### config.mk
export PLATFORM = sky130hd
export DESIGN_NAME = task_scheduler_semaphore_engine
export DESIGN_NICKNAME = d
export VERILOG_FILES = /design/src/sv/tsse_pkg.sv /design/src/sv/tsse_queue.sv /design/src/sv/task_scheduler_semaphore_engine.sv
export SDC_FILE = /design/constraint.sdc
export NUM_CORES = 2
export LEC_CHECK = 0
export BUFFER_PORTS_ARGS = -buffer_cell sky130_fd_sc_hd__clkbuf_2
export CORE_MARGIN = 5
export CORE_UTILIZATION = 40
export DETAILED_ROUTE_END_ITERATION = 10
export GPL_TIMING_DRIVEN = 0
export SLEW_MARGIN = 20
export SYNTH_ARGS = -nofsm -noshare
export SYNTH_HDL_FRONTEND = slang
export SYNTH_SLANG_ARGS = --single-unit
### constraint.sdc
create_clock -name clk -period 19.43 [get_ports clk]
set_input_delay 0.9715 -clock clk [delete_from_list [all_inputs] [get_ports clk]]
set_output_delay 0.9715 -clock clk [all_outputs]
set_load 0.01 [all_outputs]
### src/sv/tsse_pkg.sv
// Shared types, constants and helpers for the task scheduler and semaphore engine.
// No dependencies; every other file imports this package.
package tsse_pkg;

  localparam int TASK_SLOTS  = 16;
  localparam int TASK_W      = 4;
  localparam int TOTAL_W     = 5;
  localparam int SEM_COUNT   = 8;
  localparam int SEM_W       = 3;
  localparam int QUEUE_DEPTH = 8;
  localparam int QPOS_W      = 3;
  localparam int QLEN_W      = 4;
  localparam int QADDR_W     = SEM_W + QPOS_W;
  localparam int PRIO_LEVELS = 8;
  localparam int PRIO_W      = 3;
  localparam int LVL_W       = 3;
  localparam int CNT_W       = 8;
  localparam logic [CNT_W-1:0] CNT_MAX = 8'hFF;

  typedef enum logic [2:0] {
    ST_INVALID = 3'd0,
    ST_UNRUN   = 3'd1,
    ST_READY   = 3'd2,
    ST_DELAYED = 3'd3,
    ST_BLOCKED = 3'd4,
    ST_KILLED  = 3'd5
  } task_state_t;

  typedef enum logic [3:0] {
    K_TICK    = 4'd0,
    K_YIELD   = 4'd1,
    K_SLEEP   = 4'd2,
    K_WAIT    = 4'd3,
    K_POST    = 4'd4,
    K_PICK    = 4'd5,
    K_CREATE  = 4'd6,
    K_KILL    = 4'd7,
    K_RESTART = 4'd8,
    K_SET_SEM = 4'd9
  } kind_t;

  typedef enum logic [2:0] {
    STS_OK         = 3'd0,
    STS_BLOCKED    = 3'd1,
    STS_QUEUE_FULL = 3'd2,
    STS_NO_SLOT    = 3'd3,
    STS_NOT_FOUND  = 3'd4,
    STS_NONE_READY = 3'd5,
    STS_BAD_INDEX  = 3'd6
  } status_t;

  typedef enum logic [3:0] {
    S_IDLE, S_EXEC, S_TICK, S_POST_HEAD, S_SHIFT_RD, S_SHIFT_WR,
    S_KILL_RD, S_KILL_CMP, S_PICK_PRIO, S_PICK_RR, S_PICK_FIN, S_ORDER, S_DONE
  } seq_state_t;

  localparam logic [0:0] REG_PRIORITY_MODE  = 1'b0;
  localparam logic [0:0] REG_PREEMPT_ENABLE = 1'b1;

  // Wait queue memory request
  typedef struct packed {
    logic               wr_en;
    logic [QADDR_W-1:0] wr_addr;
    logic [TASK_W-1:0]  wr_data;
    logic               rd_en;
    logic [QADDR_W-1:0] rd_addr;
  } qmem_req_t;

  function automatic logic runnable(task_state_t s);
    return (s == ST_UNRUN) || (s == ST_READY);
  endfunction

endpackage

### src/sv/tsse_queue.sv
// Semaphore wait queue store: one write and one registered read port.
// Depends on tsse_pkg.
module tsse_queue (
  input  logic                      clk,
  input  tsse_pkg::qmem_req_t       req,
  output logic [tsse_pkg::TASK_W-1:0] rd_data
);
  import tsse_pkg::*;

  logic [TASK_W-1:0] mem [SEM_COUNT*QUEUE_DEPTH];

  // write port
  always_ff @(posedge clk) begin
    if (req.wr_en) begin
      mem[req.wr_addr] <= req.wr_data;
    end
  end

  // registered read port
  always_ff @(posedge clk) begin
    if (req.rd_en) begin
      rd_data <= mem[req.rd_addr];
    end
  end

endmodule

### src/sv/task_scheduler_semaphore_engine.sv
// Top level: task scheduler with counting semaphores, sequenced one event at a time.
// Depends on tsse_pkg and tsse_queue.
//
// Channel  Direction  Handshake              Content
// in_      slave      tvalid/tready          one kernel event per item
// out_     master     tvalid/tready          one result per event
// cfg_     APB slave  psel/penable/pready    priority_mode (0x0), preempt_enable (0x4)
//
// Per item: tick walks the 16 slots one per cycle, pick scans up to 16 slots, create
// rebuilds the priority order over 8 levels x tasks, and queue removal moves one entry
// at a time through the wait queue memory port, reading each entry and writing it back.
// Reset is synchronous and active low; no clearing pass is needed.
// in_tready is high only while idle; a result held by a stalled out_ channel stalls
// completion of the next item only.
module task_scheduler_semaphore_engine (
  input  logic        clk,
  input  logic        rst_n,
  // in_tuser: kind[3:0]
  // in_tdata: task_index[3:0], sem_index[6:4], sleep_ticks[38:7], new_priority[41:39],
  //           initial_count[49:42], zero[55:50]
  input  logic        in_tvalid,
  output logic        in_tready,
  input  logic [55:0] in_tdata,
  input  logic [3:0]  in_tuser,
  // out_tdata: chosen_task[3:0], status[6:4], switch_request[7], first_run[8],
  //            woken_mask[24:9], zero[31:25]
  output logic        out_tvalid,
  input  logic        out_tready,
  output logic [31:0] out_tdata,
  input  logic        cfg_psel,
  input  logic        cfg_penable,
  input  logic        cfg_pwrite,
  input  logic [2:0]  cfg_paddr,
  input  logic [31:0] cfg_pwdata,
  output logic [31:0] cfg_prdata,
  output logic        cfg_pready
);
  import tsse_pkg::*;

  seq_state_t  state_r, state_nxt;
  task_state_t st_r [TASK_SLOTS];
  task_state_t st_nxt [TASK_SLOTS];
  logic [31:0]       tick_r [TASK_SLOTS];
  logic [31:0]       tick_nxt [TASK_SLOTS];
  logic [PRIO_W-1:0] prio_r [TASK_SLOTS];
  logic [PRIO_W-1:0] prio_nxt [TASK_SLOTS];
  logic [SEM_W-1:0]  wsem_r [TASK_SLOTS];
  logic [SEM_W-1:0]  wsem_nxt [TASK_SLOTS];
  logic [TASK_W-1:0] order_r [TASK_SLOTS];
  logic [TASK_W-1:0] order_nxt [TASK_SLOTS];
  logic [CNT_W-1:0]  cnt_r [SEM_COUNT];
  logic [CNT_W-1:0]  cnt_nxt [SEM_COUNT];
  logic [QLEN_W-1:0] qlen_r [SEM_COUNT];
  logic [QLEN_W-1:0] qlen_nxt [SEM_COUNT];
  logic [TOTAL_W-1:0] total_r, total_nxt;
  logic [TASK_W-1:0]  cur_r, cur_nxt, rr_r, rr_nxt, ppos_r, ppos_nxt;
  logic mode_r, mode_nxt, pre_r, pre_nxt;
  logic out_valid_r, out_valid_nxt;

  // latched item and working registers
  logic [3:0]         kind_r, kind_nxt;
  logic [TASK_W-1:0]  tix_r, tix_nxt;
  logic [SEM_W-1:0]   six_r, six_nxt, qs_r, qs_nxt;
  logic [31:0]        sticks_r, sticks_nxt;
  logic [PRIO_W-1:0]  nprio_r, nprio_nxt;
  logic [CNT_W-1:0]   icnt_r, icnt_nxt;
  logic [TOTAL_W-1:0] idx_r, idx_nxt, pos_r, pos_nxt;
  logic [LVL_W-1:0]   lvl_r, lvl_nxt;
  logic [TASK_W-1:0]  res_chosen_r, res_chosen_nxt;
  logic [2:0]         res_status_r, res_status_nxt;
  logic               res_sw_r, res_sw_nxt, res_first_r, res_first_nxt;
  logic [15:0]        res_woken_r, res_woken_nxt;
  logic [31:0]        out_data_r, out_data_nxt;

  qmem_req_t         qreq;
  logic [TASK_W-1:0] q_rdata;

  tsse_queue u_queue (
    .clk     (clk),
    .req     (qreq),
    .rd_data (q_rdata)
  );

  assign in_tready  = (state_r == S_IDLE);
  assign out_tvalid = out_valid_r;
  assign out_tdata  = out_data_r;
  assign cfg_pready = 1'b1;
  assign cfg_prdata = (cfg_paddr[2] == REG_PREEMPT_ENABLE) ? {31'd0, pre_r} : {31'd0, mode_r};

  // sequencer: next state, state updates and queue requests
  always_comb begin
    logic [TASK_W-1:0]  t;
    logic [TOTAL_W-1:0] p;
    logic [QLEN_W-1:0]  pn;
    state_nxt = state_r;
    st_nxt = st_r; tick_nxt = tick_r; prio_nxt = prio_r; wsem_nxt = wsem_r;
    order_nxt = order_r; cnt_nxt = cnt_r; qlen_nxt = qlen_r;
    total_nxt = total_r; cur_nxt = cur_r; rr_nxt = rr_r; ppos_nxt = ppos_r;
    mode_nxt = mode_r; pre_nxt = pre_r;
    kind_nxt = kind_r; tix_nxt = tix_r; six_nxt = six_r; qs_nxt = qs_r;
    sticks_nxt = sticks_r; nprio_nxt = nprio_r; icnt_nxt = icnt_r;
    idx_nxt = idx_r; pos_nxt = pos_r; lvl_nxt = lvl_r;
    res_chosen_nxt = res_chosen_r; res_status_nxt = res_status_r;
    res_sw_nxt = res_sw_r; res_first_nxt = res_first_r; res_woken_nxt = res_woken_r;
    out_data_nxt = out_data_r;
    out_valid_nxt = out_valid_r && !out_tready;
    qreq = '0;
    t = '0; p = '0; pn = '0;

    // configuration writes
    if (cfg_psel && cfg_penable && cfg_pwrite) begin
      if (cfg_paddr[2] == REG_PREEMPT_ENABLE) pre_nxt = cfg_pwdata[0];
      else mode_nxt = cfg_pwdata[0];
    end

    case (state_r)
      S_IDLE: begin
        if (in_tvalid) begin
          kind_nxt   = in_tuser;
          tix_nxt    = in_tdata[3:0];
          six_nxt    = in_tdata[6:4];
          sticks_nxt = in_tdata[38:7];
          nprio_nxt  = in_tdata[41:39];
          icnt_nxt   = in_tdata[49:42];
          res_chosen_nxt = '0; res_status_nxt = STS_OK; res_sw_nxt = 1'b0;
          res_first_nxt = 1'b0; res_woken_nxt = '0;
          state_nxt = S_EXEC;
        end
      end
      S_EXEC: begin
        state_nxt = S_DONE;
        case (kind_r)
          K_TICK: begin
            idx_nxt = '0;
            res_sw_nxt = pre_r;
            state_nxt = S_TICK;
          end
          K_YIELD: res_sw_nxt = 1'b1;
          K_SLEEP: begin
            if (st_r[cur_r] != ST_READY) begin
              res_status_nxt = STS_BAD_INDEX;
            end else begin
              tick_nxt[cur_r] = sticks_r;
              st_nxt[cur_r] = ST_DELAYED;
              res_sw_nxt = 1'b1;
            end
          end
          K_WAIT: begin
            if (st_r[cur_r] != ST_READY) begin
              res_status_nxt = STS_BAD_INDEX;
            end else if (cnt_r[six_r] != '0) begin
              cnt_nxt[six_r] = cnt_r[six_r] - 1'b1;
            end else if (qlen_r[six_r] < QLEN_W'(QUEUE_DEPTH)) begin
              qreq.wr_en   = 1'b1;
              qreq.wr_addr = {six_r, qlen_r[six_r][QPOS_W-1:0]};
              qreq.wr_data = cur_r;
              qlen_nxt[six_r] = qlen_r[six_r] + 1'b1;
              wsem_nxt[cur_r] = six_r;
              st_nxt[cur_r] = ST_BLOCKED;
              res_status_nxt = STS_BLOCKED;
              res_sw_nxt = 1'b1;
            end else begin
              res_status_nxt = STS_QUEUE_FULL;
            end
          end
          K_POST: begin
            if (qlen_r[six_r] != '0) begin
              qreq.rd_en   = 1'b1;
              qreq.rd_addr = {six_r, QPOS_W'(0)};
              qs_nxt = six_r;
              state_nxt = S_POST_HEAD;
            end else if (cnt_r[six_r] != CNT_MAX) begin
              cnt_nxt[six_r] = cnt_r[six_r] + 1'b1;
            end
          end
          K_PICK: begin
            idx_nxt = '0;
            pos_nxt = {1'b0, ppos_r};
            state_nxt = mode_r ? S_PICK_PRIO : S_PICK_RR;
          end
          K_CREATE: begin
            // slots fill in order and never return to invalid
            if (total_r >= TOTAL_W'(TASK_SLOTS)) begin
              res_status_nxt = STS_NO_SLOT;
            end else begin
              t = total_r[TASK_W-1:0];
              st_nxt[t]   = ST_UNRUN;
              tick_nxt[t] = '0;
              prio_nxt[t] = (nprio_r > PRIO_W'(PRIO_LEVELS-1)) ? PRIO_W'(PRIO_LEVELS-1) : nprio_r;
              wsem_nxt[t] = '0;
              total_nxt = total_r + 1'b1;
              res_chosen_nxt = t;
              idx_nxt = '0; pos_nxt = '0; lvl_nxt = '0;
              state_nxt = S_ORDER;
            end
          end
          K_KILL: begin
            if (st_r[tix_r] == ST_INVALID) begin
              res_status_nxt = STS_NOT_FOUND;
            end else begin
              st_nxt[tix_r] = ST_KILLED;
              if (st_r[tix_r] == ST_BLOCKED) begin
                qs_nxt = wsem_r[tix_r];
                idx_nxt = '0;
                state_nxt = S_KILL_RD;
              end
            end
          end
          K_RESTART: begin
            if (st_r[tix_r] != ST_KILLED) res_status_nxt = STS_NOT_FOUND;
            else st_nxt[tix_r] = ST_UNRUN;
          end
          K_SET_SEM: cnt_nxt[six_r] = icnt_r;
          default: ;
        endcase
      end
      // one slot per cycle through the shared decrementer
      S_TICK: begin
        t = idx_r[TASK_W-1:0];
        if (st_r[t] == ST_DELAYED) begin
          if (tick_r[t] == '0) begin
            st_nxt[t] = ST_READY;
            res_woken_nxt = res_woken_r | (16'd1 << t);
          end else begin
            tick_nxt[t] = tick_r[t] - 1'b1;
          end
        end
        idx_nxt = idx_r + 1'b1;
        if (idx_r == TOTAL_W'(TASK_SLOTS-1)) state_nxt = S_DONE;
      end
      S_POST_HEAD: begin
        st_nxt[q_rdata] = ST_READY;
        res_woken_nxt = res_woken_r | (16'd1 << q_rdata);
        pos_nxt = '0;
        state_nxt = S_SHIFT_RD;
      end
      // close the gap at pos: read pos+1, write it back at pos
      S_SHIFT_RD: begin
        pn = pos_r[QLEN_W-1:0] + 1'b1;
        if (pn < qlen_r[qs_r]) begin
          qreq.rd_en   = 1'b1;
          qreq.rd_addr = {qs_r, pn[QPOS_W-1:0]};
          state_nxt = S_SHIFT_WR;
        end else begin
          qlen_nxt[qs_r] = qlen_r[qs_r] - 1'b1;
          state_nxt = S_DONE;
        end
      end
      S_SHIFT_WR: begin
        qreq.wr_en   = 1'b1;
        qreq.wr_addr = {qs_r, pos_r[QPOS_W-1:0]};
        qreq.wr_data = q_rdata;
        pos_nxt = pos_r + 1'b1;
        state_nxt = S_SHIFT_RD;
      end
      // search the queue for the killed task
      S_KILL_RD: begin
        if (idx_r < TOTAL_W'(qlen_r[qs_r])) begin
          qreq.rd_en   = 1'b1;
          qreq.rd_addr = {qs_r, idx_r[QPOS_W-1:0]};
          state_nxt = S_KILL_CMP;
        end else begin
          state_nxt = S_DONE;
        end
      end
      S_KILL_CMP: begin
        if (q_rdata == tix_r) begin
          pos_nxt = idx_r;
          state_nxt = S_SHIFT_RD;
        end else begin
          idx_nxt = idx_r + 1'b1;
          state_nxt = S_KILL_RD;
        end
      end
      S_PICK_PRIO: begin
        if (idx_r == total_r) begin
          res_status_nxt = STS_NONE_READY;
          state_nxt = S_DONE;
        end else begin
          p = (pos_r >= total_r) ? '0 : pos_r;
          t = order_r[p[TASK_W-1:0]];
          pos_nxt = p + 1'b1;
          idx_nxt = idx_r + 1'b1;
          if (runnable(st_r[t])) begin
            ppos_nxt = TASK_W'(p + 1'b1);
            res_chosen_nxt = t;
            state_nxt = S_PICK_FIN;
          end
        end
      end
      S_PICK_RR: begin
        if (idx_r == TOTAL_W'(TASK_SLOTS)) begin
          res_status_nxt = STS_NONE_READY;
          state_nxt = S_DONE;
        end else begin
          t = rr_r + 1'b1 + idx_r[TASK_W-1:0];
          idx_nxt = idx_r + 1'b1;
          if (runnable(st_r[t])) begin
            rr_nxt = t;
            res_chosen_nxt = t;
            state_nxt = S_PICK_FIN;
          end
        end
      end
      S_PICK_FIN: begin
        cur_nxt = res_chosen_r;
        if (st_r[res_chosen_r] == ST_UNRUN) begin
          st_nxt[res_chosen_r] = ST_READY;
          res_first_nxt = 1'b1;
          res_woken_nxt = 16'd1 << res_chosen_r;
        end
        state_nxt = S_DONE;
      end
      // priority order rebuild: one task per cycle, one level per pass
      S_ORDER: begin
        if (idx_r < total_r) begin
          if (prio_r[idx_r[TASK_W-1:0]] == lvl_r) begin
            order_nxt[pos_r[TASK_W-1:0]] = idx_r[TASK_W-1:0];
            pos_nxt = pos_r + 1'b1;
          end
          idx_nxt = idx_r + 1'b1;
        end else begin
          idx_nxt = '0;
          lvl_nxt = lvl_r + 1'b1;
          if (lvl_r == LVL_W'(PRIO_LEVELS-1)) begin
            ppos_nxt = '0;
            state_nxt = S_DONE;
          end
        end
      end
      S_DONE: begin
        if (!out_valid_r || out_tready) begin
          out_data_nxt = {7'd0, res_woken_r, res_first_r, res_sw_r, res_status_r, res_chosen_r};
          out_valid_nxt = 1'b1;
          state_nxt = S_IDLE;
        end
      end
      default: state_nxt = S_IDLE;
    endcase
  end

  // control state
  always_ff @(posedge clk) begin
    if (!rst_n) begin
      state_r <= S_IDLE;
      for (int i = 0; i < TASK_SLOTS; i++) st_r[i] <= ST_INVALID;
      for (int i = 0; i < SEM_COUNT; i++) begin
        cnt_r[i]  <= '0;
        qlen_r[i] <= '0;
      end
      total_r <= '0;
      cur_r <= '0;
      rr_r <= TASK_W'(TASK_SLOTS-1);
      ppos_r <= '0;
      mode_r <= 1'b1;
      pre_r <= 1'b0;
      out_valid_r <= 1'b0;
    end else begin
      state_r <= state_nxt;
      st_r <= st_nxt;
      cnt_r <= cnt_nxt;
      qlen_r <= qlen_nxt;
      total_r <= total_nxt;
      cur_r <= cur_nxt;
      rr_r <= rr_nxt;
      ppos_r <= ppos_nxt;
      mode_r <= mode_nxt;
      pre_r <= pre_nxt;
      out_valid_r <= out_valid_nxt;
    end
  end

  // payload and working registers
  always_ff @(posedge clk) begin
    tick_r <= tick_nxt; prio_r <= prio_nxt; wsem_r <= wsem_nxt; order_r <= order_nxt;
    kind_r <= kind_nxt; tix_r <= tix_nxt; six_r <= six_nxt; qs_r <= qs_nxt;
    sticks_r <= sticks_nxt; nprio_r <= nprio_nxt; icnt_r <= icnt_nxt;
    idx_r <= idx_nxt; pos_r <= pos_nxt; lvl_r <= lvl_nxt;
    res_chosen_r <= res_chosen_nxt; res_status_r <= res_status_nxt;
    res_sw_r <= res_sw_nxt; res_first_r <= res_first_nxt; res_woken_r <= res_woken_nxt;
    out_data_r <= out_data_nxt;
  end

endmodule
== After elaboration in Yosys (flattened, before gate mapping) ==
Memories as Yosys holds them, arrays and structs flattened. A register that Yosys moved wholly into a read port is not among the register bits.
Index checks and enable logic that the tools add are counted.
Word-level totals
  RAM bits: 256
  register bits: 960
  memories: 1
  output and inout port bits: 67
  bits of input ports: 102
  logic and storage cells: 572
Memory list
  u_queue.mem: depth 64, width 4, read ports 1, clocked after Yosys merged registers in 1, wr ports 1, RTL line tsse_queue.sv:10  | logic [TASK_W-1:0] mem [SEM_COUNT*QUEUE_DEPTH];
Cells by class
  $add $sub $neg: 13
  shift-type cells: 3
  equality and inequality tests: 93
  bitwise operators: 45
  magnitude comparators: 28
  multiplexer cells: 207
  reduce and logical (&&, ||, !) cells: 62
Operator list (count)
  two-way mux 512 bit: 4
  case mux 512 bit (2 select lines): 2
  bitwise mux 512 bit: 2
  two-way mux 48 bit: 14
  AND 512 bit: 1
  NOT 512 bit: 1
  demux 32 bit (select 4 bit): 3
  two-way mux 32 bit: 10
  bitwise mux 64 bit: 4
  two-way mux 64 bit: 4
  case mux 48 bit (5 select lines): 1
  AND 32 bit: 6
  NOT 32 bit: 6
  case mux 48 bit (4 select lines): 1
  case mux 64 bit (3 select lines): 1
  two-way mux 4 bit: 34
  binary-select mux 32 bit (select 4 bit): 1
  bitwise OR 16 bit: 8
  two-way mux 3 bit: 39
  binary-select mux 3 bit (select 4 bit): 8
  bitwise mux 48 bit: 2
  case mux 48 bit (2 select lines): 1
  demux 3 bit (select 4 bit): 6
  != test 2 bit, second input constant: 34
  other kinds (99): 258

== Longest topological paths before layout ==
  depth in word-level cells: 15
  mapped depth: 23

== Hierarchy ==
From an unflattened synthesis, not the netlist that was laid out.
Unflattened totals
  cells, all modules: 5385
  area, all modules: 64688.3 um^2
Modules (own cells, without submodules)
  task_scheduler_semaphore_engine: instances 1, area each 54307.1 um^2, cells each 4854, seq. area each 27146.0 um^2
  tsse_queue: instances 1, area each 10381.2 um^2, cells each 531, seq. area each 7807.5 um^2

== Worst setup path before layout ==
No wires, ideal clock.
  path type: register to register
  start: reg six_r[2]
  end: mem u_queue.mem[0][0], data pin
  data arrival time: 6091 ps
  clock period less this slack: 6771 ps
  path buffers: 4
  cell stages (with the launch flop): 16
  data required time: 18749 ps
  setup slack: 12659 ps
  cells stage by stage: edfxtp_1 > clkbuf_1 > buf_1 > clkbuf_1 > clkinv_1 > nor3_1 > nand2_1 > o311ai_0 > ha_1 > nand3_1 > nor2_1 > nand2_1 > nor4_1 > clkbuf_1 > a22oi_1 > nor3_1
RTL lines
  start, declared: RTL line task_scheduler_semaphore_engine.sv:63  | logic [SEM_W-1:0] six_r, six_nxt, qs_r, qs_nxt;
  start signal, assigned: RTL line task_scheduler_semaphore_engine.sv:376  | kind_r <= kind_nxt; tix_r <= tix_nxt; six_r <= six_nxt; qs_r <= qs_nxt;
  end, declared: RTL line tsse_queue.sv:10

== Final worst setup path ==
  start: reg idx_r[0]
  end: reg state_r[3]
On the way
  longest elaborated chain between the ends: 9
  elaborated cells on any way between the ends: 22
  classes of those cells: add/sub (1); order compare (2); eq/ne (9); mux (7); bitwise (1); reduce/logical (2)
RTL lines
  start, declared: RTL line task_scheduler_semaphore_engine.sv:67  | logic [TOTAL_W-1:0] idx_r, idx_nxt, pos_r, pos_nxt;
  start signal, assigned: RTL line task_scheduler_semaphore_engine.sv:378  | idx_r <= idx_nxt; pos_r <= pos_nxt; lvl_r <= lvl_nxt;
  adder 4 bit: RTL line task_scheduler_semaphore_engine.sv:296  | t = rr_r + 1'b1 + idx_r[TASK_W-1:0];
  NOT 4 -> 5 bit (not written as such): RTL line task_scheduler_semaphore_engine.sv:298  | if (runnable(st_r[t])) begin
  binary-select mux 3 bit (select 4 bit): RTL line task_scheduler_semaphore_engine.sv:298
  two-way mux 3 bit (not written as such) (2 in a row): RTL line task_scheduler_semaphore_engine.sv:298
  == test 3 x 1 -> 1 bit or == test 3 x 2 -> 1 bit (tied branches): RTL line tsse_pkg.sv:70  | return (s == ST_UNRUN) || (s == ST_READY);
  logical OR 1 bit: RTL line tsse_pkg.sv:70
  != test 3 bit (no source line)
  AND reduction 7 bit (no source line)
  end signal, assigned: RTL line task_scheduler_semaphore_engine.sv:359  | state_r <= state_nxt;
  end, declared: RTL line task_scheduler_semaphore_engine.sv:40  | seq_state_t state_r, state_nxt;
Several ways; a longest one is shown, not always the timed one. The select of a mux whose other input is x is not followed.
A chain may end at the register's enable or synchronous reset.

==> impl_results.md <==
* Initial Utilization at 40.2%
* Vias per inst at 6.94
* Hold_ws at ~0.32 ns
* Detailed-route wire length per cell at between 30 and 40 um
* Peak supply drop at ~0.098 mV
* TritonCTS clock tree: yes
* Worst Path Required at between 20 and 25 ns
* Initial antenna violation count at 4
* Global route overflow at 0
* I/O Buffers at 89
* Power Dens Cells at 133 mW/mm^2
* Die area at approximately 0.17 mm^2
* First-pass detailed-route iteration total at 9
* Crit-path slowest cell: edfxtp_1
* Flop-to-flop setup slack at around 10 ns
* Final wirelength at 277,000 um
* Synthesized area at 0.0646 mm^2
* HP Class: in -> reg
* Leading area contributor after synthesis: edfxtp_1
* Layout area overhead at 14.3%
* Synthesis Warnings at 0
* First-pass GRT wire length at 391,000 um
* #FFs+latches synth at 1,220
* # IOs at ~170
* CTS buffer count at between 100 and 150
* Post-Route Setup TNS at 0 ns
* Die width at just over 400 um
* Worst-Skew Late Latency at around 0.83 ns
* Max_slew headroom at between 10% and 20%
* Crit path max fanout at 19
* Worst setup margin at 10.23 ns
* GR Util All Layers at between 30% and 40%
* Worst reg-to-reg path cell count at 23
* Slew @ Worst Pin at roughly 1.3 ns
* Fin. max-slew vios at 0
* GPL Wtd Cong at ~1.0
* Hpwl dp at 197,000 um
* Fillers at about 15,000
* Distinct cell type count after synthesis at 86
* Crit Path Class: reg -> reg
* Final hold vios at 0
* Postcts setup bufs at 0
* Post-synth top area share at around 49%
* CTS clk-pin slew, worst paths at ~0.070 ns
* Asr flop ratio synth at 0%
* Die height at between 400 and 500 um
* P_leak at between 20 and 25 nW
* Vias at approximately 57,000
* Share of layout cells above drive strength 1 at 13.1%
* Crit. End Element: flop
* Outcome: finished, final reports clean
* Setup violators final at 0
* DR iter-0 viols at between 10,000 and 15,000
* Post-CTS Hold Fix Bufs at 0
* H-tree Lvls at 4
* Final period util at a little under half
* Clock Skew at about 0.046 ns
* Clock buffer depth at 3
* Top_reg_cell synth: edfxtp_1
* Post-layout util at 46.0%
* Antenna-violating nets left at 0
* Clk sinks at roughly 1,200
* Crit path DAT at approximately 9.9 ns
* Pre-CTS setup slack at 10.51 ns
* Mean post-synth cell area at between 10 and 15 um^2
* CP max stage delay at just over 0.8 ns
* Total power at 9.83 mW
* Rows at 147
* Clock Tree Root: clkbuf_16
* RSZ-0062 raised after global routing: no
* Startpoint Class: flop
* Main area contributors after synthesis: edfxtp_1 49%, mux4_2 8.8%, a22oi_1 6.9%
* Critical Path, Cell by Cell: clkbuf_1 -> buf_6 -> buf_6 -> buf_6 -> buf_6 -> buf_2 -> buf_2 -> buf_2 -> clkbuf_1 -> inv_1 -> ha_1 -> clkbuf_1 -> clkbuf_1 -> mux4_2 -> mux2i_1 -> mux2i_1 -> xnor2_1 -> nor2_1 -> nor2b_1 -> nor3_1 -> nand2_1 -> a22oi_1 -> nor2_1
* Final nets at a little over 6,000
* Post-synth EDFFs at 1,052
* Sequential-to-total area share from yosys stat at 54.1%
* Hold depth at 1
* Drt drc at 0
* Fin crit period at approximately 9.2 ns
* Syn Inst Count at around 5,600
* Max-cap viol count at 0
* CTS resizes at 0
* Vias in the first global route at 54,500
* Placeable Area at 0.161 mm^2
* Largest net degree at the start of global routing at 35
* Max frequency at 109 MHz
path summary, 6_finish.rpt:
check                                            start                      end
worst min register to register  cnt_r[24]$_SDFFE_PN0P_   cnt_r[24]$_SDFFE_PN0P_
worst max register to register  idx_r[0]$_SDFFCE_PN0P_  state_r[3]$_SDFFE_PN0P_
worst max-delay path            idx_r[0]$_SDFFCE_PN0P_  state_r[3]$_SDFFE_PN0P_
worst min-delay path                      in_tdata[41]     nprio_r[2]$_DFFE_PP_
Yosys cell counts, types with 18 or more instances:
cell	instances
edfxtp_1	1052
a31oi_1	45
nand3_1	111
inv_1	45
and3_1	33
a221oi_1	18
a21o_1	19
a22oi_1	593
nor2_1	372
dfxtp_1	168
mux2_2	19
nand2b_1	39
buf_2	23
nand2_1	460
a21oi_1	209
xor2_1	33
xnor2_1	26
buf_4	44
clkbuf_1	534
mux2i_1	143
o21ai_0	211
nor3_1	75
and2_1	23
o211ai_1	18
a211oi_1	35
mux4_2	253
o22ai_1	593
buf_1	19
ha_1	42
and2_0	23
nor2b_1	30
o221ai_1	18
through the flow:
step | cell area, um^2 | instances
after global placement | 67900 | 7879
after global routing | 73900 | 8218
final | 73900 | 8222
after floorplan | 64800 | 5630
after CTS | 73800 | 8216
after detailed placement | 69300 | 7962
where the power goes:
group	switching (mW)	internal, mW
logic	2.84	1.15
registers	0.118	3.05
clock network	1.18	1.48
total	4.14	5.68
layout by cell type (no fill, tap or decap), types with 168 or more instances in the layout:
| master | synthesis | final |
|---|---|---|
| a21oi_1 | 209 | 197 |
| a22oi_1 | 593 | 593 |
| clkbuf_1 | 534 | 557 |
| dfxtp_1 | 168 | 168 |
| edfxtp_1 | 1052 | 1052 |
| mux4_2 | 253 | 253 |
| nand2_1 | 460 | 460 |
| nor2_1 | 372 | 366 |
| o21ai_0 | 211 | 211 |
| o22ai_1 | 593 | 593 |
kinds of logic after synthesis:
| group | share of synthesized area (%) |
|---|---|
| other cells | 0.0116 |
| compound gates | 19.6 |
| mux | 11.4 |
| flops | 54.1 |
| simple gates | 8.98 |
| fa+ha+maj | 0.844 |
| xor+xnor | 0.800 |
| buf+inv | 4.32 |
worst max-delay path, delay by kind of cell (launching register included):
kind / cells / cell delay, ns
buf+inv: 12 / 5.11
simple gates: 5 / 1.19
mux: 3 / 1.02
flops: 1 / 0.83
fa+ha+maj: 1 / 0.41
compound gates: 1 / 0.21
xor+xnor: 1 / 0.18
metal layers:
layer / up-vias / wire length (um) / share of wire, % / global-route usage [%]
met5: - / 12 / 0.0043 / 0
met4: 2 / 22100 / 8.0 / 20.3
met3: 1189 / 36500 / 13 / 9.78
met2: 5062 / 120000 / 43 / 47.3
met1: 27900 / 98700 / 36 / 39.3
li1: 22900 / - / - / -
registers in the layout, indices dropped and copies added, names as in the netlist, 4 cells and up:
name,flops
pos_r,5
res_woken_r,16
kind_r,4
cnt_r,64
tick_r,512
sticks_r,32
order_r,64
icnt_r,8
ppos_r,4
rr_r,4
cur_r,4
state_r,4
prio_r,48
u_queue.rd_data,4
idx_r,5
u_queue.mem,256
out_tdata,25
st_r,48
total_r,5
tix_r,4
res_chosen_r,4
qlen_r,32
wsem_r,48
area by class of cell:
| cell class | count | area, um^2 | share of cell area, % |
|---|---|---|---|
| Antenna cell | 5 | 12.5 | 0.0169 |
| Sequential cell | 1220 | 35000 | 47.3 |
| Buffer | 628 | 2620 | 3.55 |
| Clock buffer | 177 | 3770 | 5.10 |
| Tap cell | 2160 | 2700 | 3.66 |
| Clock inverter | 77 | 753 | 1.02 |
| Inverter | 48 | 180 | 0.244 |
| Multi-Input combinational cell | 3734 | 27300 | 37.0 |
| Timing Repair Buffer | 173 | 1540 | 2.09 |
Power figures use the tool's default switching activity.
